`config.mk`:
```
export PLATFORM = sky130hd
export DESIGN_NAME = move_to_front_recency_list_core
export DESIGN_NICKNAME = d
export VERILOG_FILES = /design/src/sv/mtf_pkg.sv /design/src/sv/mtf_ctrl.sv /design/src/sv/mtf_datapath.sv /design/src/sv/move_to_front_recency_list_core.sv
export VERILOG_INCLUDE_DIRS = /design/src /design/src/sv
export SDC_FILE = /design/constraint.sdc
export NUM_CORES = 1
export LEC_CHECK = 0
export BUFFER_PORTS_ARGS = -buffer_cell sky130_fd_sc_hd__buf_2
export CAP_MARGIN = 10
export CORE_MARGIN = 2
export CORE_UTILIZATION = 60
export DETAILED_ROUTE_END_ITERATION = 7
export PLACE_DENSITY = 0.8
export RECOVER_POWER = 25
export REMOVE_ABC_BUFFERS = 1
export SLEW_MARGIN = 20
export SYNTH_ARGS = -nofsm -noshare
export SYNTH_HDL_FRONTEND = slang
export SYNTH_SLANG_ARGS = --single-unit
```
`constraint.sdc`:
```
create_clock -name aclk -period 4.3 [get_ports aclk]
set_clock_uncertainty 0.1 [all_clocks]
set_input_delay 0.215 -clock aclk [delete_from_list [all_inputs] [get_ports aclk]]
set_output_delay 0.215 -clock aclk [all_outputs]
set_load 0.005 [all_outputs]
```
`src/sv/move_to_front_recency_list_core_macros.svh`:
```
// Assertion macros used by the move-to-front recency list datapath.
`ifndef MOVE_TO_FRONT_RECENCY_LIST_CORE_MACROS_SVH
`define MOVE_TO_FRONT_RECENCY_LIST_CORE_MACROS_SVH

// Property that must hold at every clock edge outside reset.
`define MTF_ASSERT(label, prop, msg) \
    label: assert property (@(posedge aclk) disable iff (!aresetn) (prop)) \
        else $error(msg);

// Antecedent this cycle implies consequent in the next cycle.
`define MTF_ASSERT_NEXT(label, ante, cons, msg) \
    label: assert property (@(posedge aclk) disable iff (!aresetn) (ante) |=> (cons)) \
        else $error(msg);

`endif

```
`src/sv/mtf_pkg.sv`:
```
// Types and constants of the move-to-front recency list.
package mtf_pkg;

    localparam int VALUE_W        = 6;
    localparam int MAX_VALUES_DEF = 32;

    localparam logic [VALUE_W-1:0] VALUE_COUNT_RST = 6'd32;

    localparam logic CMD_ACCESS = 1'b0;
    localparam logic CMD_DUMP   = 1'b1;

    typedef struct packed {
        logic               command;
        logic [VALUE_W-1:0] access_value;
    } mtf_in_t;

    typedef struct packed {
        logic [VALUE_W-1:0] out_value;
        logic               last;
    } mtf_out_t;

    typedef enum logic [2:0] {
        ST_IDLE,
        ST_ACCESS,
        ST_DUMP_STACK,
        ST_DUMP_TAIL,
        ST_FLUSH
    } mtf_state_t;

    // controller -> datapath
    typedef struct packed {
        logic accept;
        logic apply_access;
        logic stack_step;
        logic tail_step;
        logic flush;
    } mtf_cmd_t;

    // datapath -> controller
    typedef struct packed {
        logic stack_empty;
        logic rot_last;
        logic tail_none;
        logic tail_last;
        logic out_free;
        logic pend_valid;
    } mtf_stat_t;

endpackage

```
`src/sv/mtf_ctrl.sv`:
```
// Sequencing state machine of the move-to-front recency list.
module mtf_ctrl import mtf_pkg::*; (
    input  logic      aclk,
    input  logic      aresetn,
    input  logic      s_valid,
    input  logic      s_command,
    output logic      s_ready,
    input  mtf_stat_t stat,
    output mtf_cmd_t  cmd
);

    mtf_state_t state_reg;
    mtf_state_t state_next;

    always_ff @(posedge aclk) begin
        if (!aresetn) begin
            state_reg <= ST_IDLE;
        end else begin
            state_reg <= state_next;
        end
    end

    always_comb begin
        state_next = state_reg;
        cmd        = '0;
        s_ready    = 1'b0;
        case (state_reg)
            ST_IDLE: begin
                s_ready = 1'b1;
                if (s_valid) begin
                    cmd.accept = 1'b1;
                    state_next = (s_command == CMD_DUMP) ? ST_DUMP_STACK : ST_ACCESS;
                end
            end
            ST_ACCESS: begin
                cmd.apply_access = 1'b1;
                state_next       = ST_IDLE;
            end
            ST_DUMP_STACK: begin
                if (stat.stack_empty) begin
                    state_next = ST_DUMP_TAIL;
                end else if (stat.out_free) begin
                    cmd.stack_step = 1'b1;
                    if (stat.rot_last) begin
                        state_next = ST_DUMP_TAIL;
                    end
                end
            end
            ST_DUMP_TAIL: begin
                if (stat.tail_none) begin
                    state_next = ST_FLUSH;
                end else if (stat.out_free) begin
                    cmd.tail_step = 1'b1;
                    if (stat.tail_last) begin
                        state_next = ST_FLUSH;
                    end
                end
            end
            ST_FLUSH: begin
                if (!stat.pend_valid) begin
                    state_next = ST_IDLE;
                end else if (stat.out_free) begin
                    cmd.flush  = 1'b1;
                    state_next = ST_IDLE;
                end
            end
            default: begin
                state_next = ST_IDLE;
            end
        endcase
    end

endmodule

```
`src/sv/mtf_datapath.sv`:
```
// Stack cells, presence map, dump counters and output register of the recency list.
`include "move_to_front_recency_list_core_macros.svh"
module mtf_datapath import mtf_pkg::*; #(
    parameter int MAX_VALUES = MAX_VALUES_DEF
) (
    input  logic               aclk,
    input  logic               aresetn,
    input  logic               cfg_wr_en,
    input  logic [VALUE_W-1:0] cfg_wr_data,
    input  logic [VALUE_W-1:0] s_access_value,
    output logic               m_valid,
    input  logic               m_ready,
    output mtf_out_t           m_data,
    input  mtf_cmd_t           cmd,
    output mtf_stat_t          stat
);

    localparam int CNT_W  = $clog2(MAX_VALUES + 1);
    localparam int PIDX_W = $clog2(MAX_VALUES);

    logic [VALUE_W-1:0]    value_count_reg;
    logic [VALUE_W-1:0]    stack_reg [MAX_VALUES];
    logic [VALUE_W-1:0]    stack_next [MAX_VALUES];
    logic [CNT_W-1:0]      stack_count_reg, stack_count_next;
    logic [MAX_VALUES-1:0] present_reg, present_next;

    // access lookup results, captured on the input transfer
    logic [VALUE_W-1:0]    val_reg;
    logic [PIDX_W-1:0]     pos_reg, pos_next;
    logic                  hit_reg, hit_next;
    logic                  range_ok_reg, range_ok_next;

    logic [PIDX_W-1:0]     dump_idx_reg;
    logic [VALUE_W-1:0]    tail_reg;
    logic                  pend_valid_reg;
    logic [VALUE_W-1:0]    pend_value_reg;
    logic                  out_valid_reg;
    mtf_out_t              out_data_reg;

    logic [VALUE_W:0]      n_wide;
    logic [VALUE_W-1:0]    n_eff;
    logic [MAX_VALUES-1:0] match;
    logic [CNT_W-1:0]      count_m1;
    logic [CNT_W-1:0]      shift_lim;
    logic                  stack_full;
    logic                  access_ok;
    logic                  tail_miss;
    logic                  emit;
    logic [VALUE_W-1:0]    cand;
    logic                  out_free;
    logic                  flush_go;
    logic                  dump_step;

    // a register above the parameter acts as the parameter
    assign n_wide = ({1'b0, value_count_reg} > (VALUE_W + 1)'(MAX_VALUES))
                    ? (VALUE_W + 1)'(MAX_VALUES) : {1'b0, value_count_reg};
    assign n_eff  = n_wide[VALUE_W-1:0];

    assign count_m1   = stack_count_reg - CNT_W'(1);
    assign stack_full = (stack_count_reg == CNT_W'(MAX_VALUES));
    assign shift_lim  = hit_reg ? CNT_W'(pos_reg) : stack_count_reg;
    assign access_ok  = range_ok_reg && (hit_reg || !stack_full);
    assign tail_miss  = !present_reg[PIDX_W'(tail_reg - VALUE_W'(1))];
    assign out_free   = !out_valid_reg || m_ready;
    assign emit       = cmd.stack_step || (cmd.tail_step && tail_miss);
    assign cand       = cmd.stack_step ? stack_reg[0] : tail_reg;
    assign flush_go   = cmd.flush && pend_valid_reg && out_free;
    assign dump_step  = cmd.stack_step || cmd.tail_step;

    // parallel compare of the incoming value against every live cell
    always_comb begin
        pos_next = '0;
        for (int i = 0; i < MAX_VALUES; i++) begin
            match[i] = (CNT_W'(i) < stack_count_reg) && (stack_reg[i] == s_access_value);
            if (match[i]) begin
                pos_next = pos_next | PIDX_W'(i);
            end
        end
        hit_next      = |match;
        range_ok_next = (s_access_value != '0) && (s_access_value <= n_eff);
    end

    // cell update: move-to-front shift on access, rotation during the dump
    always_comb begin
        stack_next       = stack_reg;
        stack_count_next = stack_count_reg;
        present_next     = present_reg;
        if (cmd.apply_access && access_ok) begin
            for (int i = 1; i < MAX_VALUES; i++) begin
                if (CNT_W'(i) <= shift_lim) begin
                    stack_next[i] = stack_reg[i-1];
                end
            end
            stack_next[0] = val_reg;
            if (!hit_reg) begin
                stack_count_next = stack_count_reg + CNT_W'(1);
                present_next[PIDX_W'(val_reg - VALUE_W'(1))] = 1'b1;
            end
        end else if (cmd.stack_step) begin
            for (int i = 0; i < MAX_VALUES; i++) begin
                if (CNT_W'(i) == count_m1) begin
                    stack_next[i] = stack_reg[0];
                end else if (CNT_W'(i) < count_m1) begin
                    stack_next[i] = stack_reg[(i == MAX_VALUES - 1) ? i : i + 1];
                end
            end
        end
    end

    always_ff @(posedge aclk) begin
        stack_reg <= stack_next;
    end

    always_ff @(posedge aclk) begin
        if (!aresetn) begin
            value_count_reg <= VALUE_COUNT_RST;
            stack_count_reg <= '0;
            present_reg     <= '0;
            pend_valid_reg  <= 1'b0;
            out_valid_reg   <= 1'b0;
        end else begin
            if (cfg_wr_en) begin
                value_count_reg <= cfg_wr_data;
            end
            stack_count_reg <= stack_count_next;
            present_reg     <= present_next;

            if (cmd.accept) begin
                pend_valid_reg <= 1'b0;
            end else if (flush_go) begin
                pend_valid_reg <= 1'b0;
            end else if (emit) begin
                pend_valid_reg <= 1'b1;
            end

            // the held value goes out once a later value exists or the dump ends
            if (flush_go || (emit && pend_valid_reg)) begin
                out_valid_reg <= 1'b1;
            end else if (m_ready) begin
                out_valid_reg <= 1'b0;
            end
        end
    end

    always_ff @(posedge aclk) begin
        if (cmd.accept) begin
            val_reg      <= s_access_value;
            pos_reg      <= pos_next;
            hit_reg      <= hit_next;
            range_ok_reg <= range_ok_next;
            dump_idx_reg <= '0;
            tail_reg     <= VALUE_W'(1);
        end
        if (cmd.stack_step) begin
            dump_idx_reg <= dump_idx_reg + PIDX_W'(1);
        end
        if (cmd.tail_step) begin
            tail_reg <= tail_reg + VALUE_W'(1);
        end
        if (flush_go) begin
            out_data_reg.out_value <= pend_value_reg;
            out_data_reg.last      <= 1'b1;
        end else if (emit) begin
            if (pend_valid_reg) begin
                out_data_reg.out_value <= pend_value_reg;
                out_data_reg.last      <= 1'b0;
            end
            pend_value_reg <= cand;
        end
    end

    assign stat.stack_empty = (stack_count_reg == '0);
    assign stat.rot_last    = (CNT_W'(dump_idx_reg) == count_m1);
    assign stat.tail_none   = (n_eff == '0);
    assign stat.tail_last   = (tail_reg == n_eff);
    assign stat.out_free    = out_free;
    assign stat.pend_valid  = pend_valid_reg;

    assign m_valid = out_valid_reg;
    assign m_data  = out_data_reg;

    `MTF_ASSERT(a_count_bound, stack_count_reg <= CNT_W'(MAX_VALUES), "stack count overflow")
    `MTF_ASSERT(a_map_count, CNT_W'($countones(present_reg)) == stack_count_reg, "map vs count")
    `MTF_ASSERT_NEXT(a_dump_ro, dump_step, $stable(present_reg), "dump changed the stack")
    `MTF_ASSERT_NEXT(a_flush_drains, flush_go, m_valid && m_data.last, "no final transfer")

endmodule

```
`src/sv/move_to_front_recency_list_core.sv`:
```
// Top level of the move-to-front recency list: controller plus datapath.
// Keeps a recency-ordered stack of distinct values 1..n (n = value_count, capped at
// MAX_VALUES). An access compares its value against all stack cells in the transfer
// cycle and shifts the cells in the next; values of 0 or above n are dropped. A dump
// rotates the stack cells once through the output, then scans 1..n against the presence
// map one value per cycle while the output is free; it holds the block from its transfer
// through the stack, tail and flush states, and output stalls hold it longer. One result
// is held back so the final one carries last. Input is accepted only between items.
// value_count is written through cfg_wr_en/cfg_wr_data; the user must do so only while
// no item is in flight, as the block itself does not enforce it.
module move_to_front_recency_list_core import mtf_pkg::*; #(
    parameter int MAX_VALUES = MAX_VALUES_DEF
) (
    input  logic               aclk,
    input  logic               aresetn,
    input  logic               cfg_wr_en,
    input  logic [VALUE_W-1:0] cfg_wr_data,
    input  logic               s_valid,
    output logic               s_ready,
    input  mtf_in_t            s_data,
    output logic               m_valid,
    input  logic               m_ready,
    output mtf_out_t           m_data
);

    mtf_cmd_t  cmd;
    mtf_stat_t stat;

    mtf_ctrl u_ctrl (
        .aclk      (aclk),
        .aresetn   (aresetn),
        .s_valid   (s_valid),
        .s_command (s_data.command),
        .s_ready   (s_ready),
        .stat      (stat),
        .cmd       (cmd)
    );

    mtf_datapath #(
        .MAX_VALUES (MAX_VALUES)
    ) u_datapath (
        .aclk           (aclk),
        .aresetn        (aresetn),
        .cfg_wr_en      (cfg_wr_en),
        .cfg_wr_data    (cfg_wr_data),
        .s_access_value (s_data.access_value),
        .m_valid        (m_valid),
        .m_ready        (m_ready),
        .m_data         (m_data),
        .cmd            (cmd),
        .stat           (stat)
    );

endmodule
```
==> results of run 1 <==
-- cells in the mapped netlist (all sizes together), types with 37 or more instances --
library cell,count
nand2,283
edfxtp,228
o21ai,216
mux2i,183
xnor2,135
clkbuf,100
xor2,86
nor2,84
a21oi,68
dfxtp,50
buf,39
nand3,37
-- stage by stage --
step                      cells  area [sq um]  power, W  TNS (ps)  utilization [%]
after floorplan            1676         17090  0.003706  -3543760                -
after global placement     2136         18090  0.003871         0            62.70
after detailed placement   2136         18090  0.003900         0            62.70
after CTS                  2207         19190  0.006440         0            66.49
after global routing       2207         19130  0.006648         0            66.29
final                      2207         19130  0.006450         0            66.29
-- logic make-up after synthesis --
kind of cell | Yosys count | share of synthesized area (%)
xor gates and xnor gates | 221 | 11.10
DFF | 278 | 44.48
AOI/OAI and AO/OA | 369 | 11.94
and+or+nand+nor | 575 | 15.95
adders and majority gates | 14 | 0.9929
muxes | 201 | 12.04
buffers and inverters | 157 | 3.496
-- where the power goes --
group / internal (W) / switching (W) / leakage, nW
Combinational: 0.000261 / 0.000476 / 4.09
Sequential: 0.00304 / 0.000106 / 2.49
Clock: 0.00149 / 0.00108 / 0.461
-- path summary, 6_finish.rpt --
kind                                     start                       endpoint  slack [ps]
setup / recovery            u_datapath.hit_reg       u_datapath.stack_reg[27]         420
setup reg to reg            u_datapath.hit_reg       u_datapath.stack_reg[27]         420
hold reg to reg   u_datapath.pend_value_reg[5]           u_datapath.m_data[6]         320
hold / removal                       cfg_wr_en  u_datapath.value_count_reg[4]          10
-- area by class of cell --
type | instances | area, sq um | area share (%)
tap | 384 | 480.5 | 2.512
multi-input combinational | 1380 | 9176 | 47.97
inverter | 18 | 67.56 | 0.3532
clock inverter | 8 | 91.34 | 0.4775
clock buffer | 49 | 863.3 | 4.513
timing repair buffer | 90 | 603.1 | 3.153
sequential | 278 | 7848 | 41.02
-- worst max-delay path: cells and delay by family, from the launching register on --
family	cells	cell delay, ps
compound gates	2	1140
buf+inv	2	1360
flops	1	690
simple gates	1	200
-- layer usage --
metal  track usage [%]  vias to the layer above  part of all wire (%)
met5                 0                        -                     0
li1                  -                     6484                     -
met3             5.303                      157                   9.1
met1             44.74                     6965                    41
met4             11.12                        0                   3.1
met2             53.05                      815                    47
==> reports/results.env, run 1 <==
DETAILED_ROUTE_DRC_ERROR_COUNT=0
FINAL-HOLD-VIOLATION-COUNT=0
CRIT_PATH_MAX_FANOUT=23
CRITICAL-PATH-MAX-STAGE-DELAY_PS=870
COUNT_OF_BUFFERS_ADDED_BY_POST_CTS_TIMING_REPAIR_FOR_SETUP=0
TOP_LEVEL_PORTS=27
CTS-HOLD-FIX-BUFFERS=14
DIEHEIGHT_UM=175.5
INSERTION_DELAY_PS=570
POSTSYNTHAREAPERCELL_SQ_UM=9.720
HP-CLASS='input port to flip-flop'
SYNTHTOPCELLSBYAREA='sky130_fd_sc_hd__edfxtp_1, sky130_fd_sc_hd__mux2i_1, sky130_fd_sc_hd__xnor2_1, sky130_fd_sc_hd__o21ai_0, sky130_fd_sc_hd__nand2_1'
GRT_USE_TOTAL_PCT=32.66
WORST-ENDPOINT-REQUIRED_PS=4380
COUNT_OF_MAXIMUM_CAPACITANCE_VIOLATIONS=5
FINAL.FILL_COUNT=2234
SYN_AREA_SQ_MM=0.01764
HOLD_PATH_DEPTH=3
FIRST_PASS_ITERS=7
DIEAREA_SQ_MM=0.03079
POST_CTS_RESIZED=0
DIE_W_UM=175.5
POST-PLACE-WS_PS=568.0
REG2REG_PATH_DEPTH=5
AVGVIACOUNTPERCELL=6.534
SYNTHARSTFLOPSHARE_PCT=0
POST-SYNTH-TOP-AREA-CELL='sky130_fd_sc_hd__edfxtp_1'
ROUTED-VIA-COUNT=14421
LAYOUT.CELLS.MOST_COMMON='sky130_fd_sc_hd__nand2_1'
STARTPOINT_TYPE='flip-flop'
CTS.ROOT.BUFFER_CELL='sky130_fd_sc_hd__clkbuf_16'
GLOBALPLACE.CONGESTION=0.9858
YOSYSWARNINGS=0
MAX_FREQ_GHz=0.2575
ANTENNA_VIOLATIONS_BEFORE_REPAIR=1
SETUP-VIOLATIONS-FINAL=0
START_UTIL_PCT=61.13
MIN_PERIOD_PS=3884
CTS_MAX_LEVEL=1
MAX-VDD-IR-DROP_mV=0.3077
GLOBAL_ROUTE.OVERFLOW_TOTAL=0
STD_CELL_ROWS=62
LARGEST_REGISTER_FF_COUNT=192
GLOBAL_ROUTE_WIRE_LENGTH_BEFORE_REPAIR_UM=79450
SLOWEST_STAGE='sky130_fd_sc_hd__clkbuf_1'
P_LEAK_nW=7.036
CELLPOWERDENSITY_mW_PER_MM2=337.2
WORSTPATHARRIVAL_PS=3960
ANTENNA_CELLS_INSERTED=0
SYNTHCELLS=1815
CLOCK_PATH_BUFFERS=3
CLOCK_TRANSITION_TIME_AT_THE_FLIP_FLOP_CLOCK_PINS_OF_THE_WORST_SETUP_AND_HOLD_PATHS_PS=60
PLACE_HPWL_UM=34850
RATIO_OF_FINAL_MINIMUM_PERIOD_TO_CLOCK_PERIOD_PCT=90.32
STATUS='finished with violations'
DRT-INITIAL-DRC-COUNT=1653
CLOCK_SINK_COUNT=278
POST-SYNTH-TOP-AREA-FRACTION_PCT=38.81
WL_UM=50950
WORSTSETUPENDPOINTTYPE='flip-flop'
DETAIL-ROUTE-ANTENNA-NETS=0
TOTAL_CLOCK_BUFFERS_CREATED_BY_CTS=31
WORST_SLEW_MARGIN_REL_PCT=-79.16
NUMBER_OF_GLOBAL_ROUTE_VIAS_BEFORE_REPAIR=14127
GRT_MAX_DEGREE=114
DESIGN.FINAL.NETS=1831
MOST_COMMON_CELL_ON_CRIT_PATH='sky130_fd_sc_hd__clkbuf_1'
NUMBER_OF_FLIP_FLOPS_AND_LATCHES_IN_THE_SYNTHESIZED_NETLIST=278
WORST-SETUP-PATH-TYPE='flip-flop to flip-flop'
MOSTFREQUENTLAYOUTCELLS='sky130_fd_sc_hd__nand2_1, sky130_fd_sc_hd__edfxtp_1, sky130_fd_sc_hd__o21ai_0'
IO_BUFFER_COUNT=26
SYNTH_SEQ_AREA_SHARE_PCT=44.48
AVGROUTEDWIREPERCELL_UM=23.09
GRT_SETUP_UNREPAIRED='false'
WORST-SLEW-PIN-TRANSITION_PS=2687
SYN2LAYOUT_AREA_GROWTH_PCT=8.433
POSTSYNTH.TOPFLOPCELL='sky130_fd_sc_hd__edfxtp_1'
COUNT_OF_FLIP_FLOPS_WITH_A_BUILT_IN_ENABLE_AFTER_SYNTHESIS=228
FAILED_CHECKS='capacitance limit, slew limit'
LAYOUT-DRIVE-GT1-SHARE_PCT=9.051
NETLIST-CELL-TYPE-COUNT=77
POST_LAYOUT_WORST_SETUP_MARGIN_PS=416.1
HOLD_WS_PS=14.83
CORE_AREA_SQ_MM=0.02886
CTS_TREE='done'
FINALMAXSLEWVIOLATIONS=109
WORSTPATHCELLLIST='nor2b_1 > clkbuf_1 > a31o_1 > clkbuf_1 > o22ai_1'
Power figures use the tool's default switching activity.
==> run 2, diff against run 1 <==
--- a/config.mk
+++ b/config.mk
@@ -6,6 +6,7 @@
 export SDC_FILE = /design/constraint.sdc
 export NUM_CORES = 1
 export LEC_CHECK = 0
+export ABC_AREA = 1
 export BUFFER_PORTS_ARGS = -buffer_cell sky130_fd_sc_hd__buf_2
 export CAP_MARGIN = 10
 export CORE_MARGIN = 2
==> run 2 against run 1 <==
  * The run still ends with capacitance limit, slew limit left
  * Critical path type unchanged
  * Final area did not move
  * Synthesized cell count up 24%
  * Die area is 0.29% lower
  * Global-route usage increased by 8.4 points
  * Non-clock buffer count unchanged
==> reports/results.env, run 2 <==
STATUS='finished with violations'
FAILED_CHECKS='capacitance limit, slew limit'
DIE_W_UM=175.2
GRT_SETUP_UNREPAIRED='false'
FINAL.FILL_COUNT=2439
LAYOUT.CELLS.MOST_COMMON='sky130_fd_sc_hd__nand2_1'
WORST_SLEW_MARGIN_REL_PCT=-113.1
ANTENNA_VIOLATIONS_BEFORE_REPAIR=3
GLOBAL_ROUTE_WIRE_LENGTH_BEFORE_REPAIR_UM=95200
SYNTHMOSTINSTANTIATEDCELL='sky130_fd_sc_hd__nand2_1'
FINALMAXSLEWVIOLATIONS=208
SYNTHTOPCELLSBYAREA='sky130_fd_sc_hd__edfxtp_1, sky130_fd_sc_hd__nand2_1, sky130_fd_sc_hd__dfxtp_1, sky130_fd_sc_hd__o21ai_0, sky130_fd_sc_hd__inv_1'
DETAILED_ROUTE_DRC_ERROR_COUNT=0
WORSTSETUPENDPOINTTYPE='flip-flop'
LARGEST_REGISTER_FF_COUNT=192
DRT-INITIAL-DRC-COUNT=2673
DIEHEIGHT_UM=175.2
START_UTIL_PCT=61.12
DIEAREA_SQ_MM=0.03070
MAX_FREQ_GHz=0.2563
MAX-VDD-IR-DROP_mV=0.4038
MOSTFREQUENTLAYOUTCELLS='sky130_fd_sc_hd__nand2_1, sky130_fd_sc_hd__edfxtp_1, sky130_fd_sc_hd__inv_1'
SYNTH_COMMONEST_CELLS='sky130_fd_sc_hd__nand2_1, sky130_fd_sc_hd__edfxtp_1, sky130_fd_sc_hd__inv_1'
FINAL-HOLD-VIOLATION-COUNT=0
GRT_MAX_DEGREE=49
CTS.ROOT.BUFFER_CELL='sky130_fd_sc_hd__clkbuf_16'
POST-LAYOUT-TOTAL-POWER_W=0.01108
CTS_MAX_LEVEL=1
FIRST_PASS_ITERS=6
P_LEAK_nW=7.759
WORSTPATHARRIVAL_PS=4060
STARTPOINT_TYPE='flip-flop'
CORE_AREA_SQ_MM=0.02878
FINAL_CORE_UTILIZATION_PCT=66.47
NUMBER_OF_GLOBAL_ROUTE_VIAS_BEFORE_REPAIR=16091
AVGVIACOUNTPERCELL=6.412
DESIGN.FINAL.NETS=2308
PLACE_HPWL_UM=44540
SYN2LAYOUT_AREA_GROWTH_PCT=8.757
POSTSYNTH.TOPFLOPCELL='sky130_fd_sc_hd__edfxtp_1'
LAYOUT-DRIVE-GT1-SHARE_PCT=6.826
CLOCK_SINK_COUNT=278
IO_BUFFER_COUNT=26
GLOBALPLACE.CONGESTION=1.093
YOSYSWARNINGS=0
CELLPOWERDENSITY_mW_PER_MM2=579.0
NUMBER_OF_FLIP_FLOPS_AND_LATCHES_IN_THE_SYNTHESIZED_NETLIST=278
CLOCK_PATH_BUFFERS=3
GRT_USE_TOTAL_PCT=41.01
WORST-ENDPOINT-REQUIRED_PS=4460
SYNTHARSTFLOPSHARE_PCT=0
POST-SYNTH-TOP-AREA-FRACTION_PCT=38.92
WORST-SETUP-PATH-TYPE='flip-flop to flip-flop'
HP-CLASS='input port to flip-flop'
WL_UM=63820
COUNT_OF_MAXIMUM_CAPACITANCE_VIOLATIONS=6
DP.CELLS=2611
GLOBAL_ROUTE.OVERFLOW_TOTAL=0
REG2REG_PATH_DEPTH=11
SYN_AREA_SQ_MM=0.01759
COUNT_OF_FLIP_FLOPS_WITH_A_BUILT_IN_ENABLE_AFTER_SYNTHESIS=228
HOLD_WS_PS=94.13
POSTSYNTHAREAPERCELL_SQ_UM=7.786
CRIT_PATH_MAX_FANOUT=8
SYNTHCELLS=2259
COUNT_OF_BUFFERS_ADDED_BY_POST_CTS_TIMING_REPAIR_FOR_SETUP=0
WORST-SLEW-PIN-TRANSITION_PS=3196
MIN_PERIOD_PS=3902
NETLIST-CELL-TYPE-COUNT=44
RATIO_OF_FINAL_MINIMUM_PERIOD_TO_CLOCK_PERIOD_PCT=90.75
INSERTION_DELAY_PS=580
MULTIINPUTGATEAREA_SQ_MM=0.008344
ROUTED-VIA-COUNT=17228
SETUP-VIOLATIONS-FINAL=0
STD_CELL_ROWS=62
POST-SYNTH-TOP-AREA-CELL='sky130_fd_sc_hd__edfxtp_1'
CLOCK_TRANSITION_TIME_AT_THE_FLIP_FLOP_CLOCK_PINS_OF_THE_WORST_SETUP_AND_HOLD_PATHS_PS=60
TOP_LEVEL_PORTS=27
TOTAL_CLOCK_BUFFERS_CREATED_BY_CTS=30
SYNTH_SEQ_AREA_SHARE_PCT=44.62
HOLD_PATH_DEPTH=6
AVGROUTEDWIREPERCELL_UM=23.75
DETAIL-ROUTE-ANTENNA-NETS=0
LAYOUTNONFILLERINSTCOUNT=2687
REGAREA_SQ_MM=0.007848
CTS_TREE='done'
==> run 2: changes by cell type after synthesis, moves of 41 or more <==
cell / change
sky130_fd_sc_hd__clkbuf_1: -41
sky130_fd_sc_hd__inv_1: +205
sky130_fd_sc_hd__mux2i_1: -183
sky130_fd_sc_hd__nand2_1: +330
sky130_fd_sc_hd__nand3_1: +46
sky130_fd_sc_hd__nor2_1: +108
sky130_fd_sc_hd__o22ai_1: +82
sky130_fd_sc_hd__xnor2_1: -73
==> run 2: worst paths after layout <==
kind                            startpoint                   endpoint  slack [ps]
max          u_datapath.stack_count_reg[0]  u_datapath.stack_reg[102]         400
min                                s_valid  u_datapath.pend_valid_reg          90
max reg2reg  u_datapath.stack_count_reg[0]  u_datapath.stack_reg[102]         400
min reg2reg   u_datapath.pend_value_reg[0]       u_datapath.m_data[1]         320
==> run 2: cell families (layout without fill, tap and decap cells) <==
group / Yosys count / in the layout / synth area share (%)
AOI/OAI and AO/OA: 472 / 472 / 15.02
DFF: 278 / 278 / 44.62
xor gates and xnor gates: 139 / 139 / 6.921
other: 0 / 3 / 0
adders and majority gates: 14 / 14 / 0.9959
and+or+nand+nor: 1010 / 1010 / 24.59
buffers and inverters: 346 / 387 / 7.860
==> run 2: worst max-delay path, cell delays in order, from the launching register on <==
cell	delay, ps
sky130_fd_sc_hd__dfxtp_1	620
sky130_fd_sc_hd__inv_1	300
sky130_fd_sc_hd__ha_1	350
sky130_fd_sc_hd__nand2_1	90
sky130_fd_sc_hd__nand2_1	190
sky130_fd_sc_hd__nor2_1	490
sky130_fd_sc_hd__nand2_1	240
sky130_fd_sc_hd__nor2_1	450
sky130_fd_sc_hd__inv_1	270
sky130_fd_sc_hd__nand2_1	120
sky130_fd_sc_hd__nand3_1	110
sky130_fd_sc_hd__inv_1	240
==> run 2: per-layer routing <==
layer / GRT usage [%] / part of all wire [%] / up-vias
met4: 20.38 / 5.9 / 2
met2: 60.70 / 42 / 1362
met3: 10.79 / 15 / 280
li1: - / - / 7662
met1: 55.80 / 37 / 7922
met5: 0 / 0.020 / -
==> run 2: power breakdown <==
| group | internal [W] | switching [W] |
|---|---|---|
| clock network | 0.00140 | 0.00112 |
| logic | 0.00118 | 0.00281 |
| registers | 0.00389 | 0.000671 |
| total | 0.00647 | 0.00461 |
==> run 2: area by class of cell <==
type / count / area share [%]
multi-input combinational: 1635 / 43.62
sequential: 278 / 41.02
inverter: 241 / 4.742
clock buffer: 41 / 4.304
timing repair buffer: 90 / 3.146
tap: 384 / 2.512
clock inverter: 15 / 0.6148
antenna: 3 / 0.03924
==> run 2: stage by stage <==
stage / worst slack (ps) / setup TNS (ps) / instance area (sq um)
after global placement: 842.4 / 0 / 18080
final: 397.7 / 0 / 19130
after floorplan: -2669 / -787390 / 17110
after CTS: 739.5 / 0 / 19200
after global routing: 257.6 / 0 / 19120
after detailed placement: 755.5 / 0 / 18080
==> run 2: repair_timing <==
action | CTS | global route
gates resized for setup | 0 | 0
hold buffers | 17 | 0
endpoints found under the setup margin | 0 | 0
endpoints found under the hold margin | 19 | 0
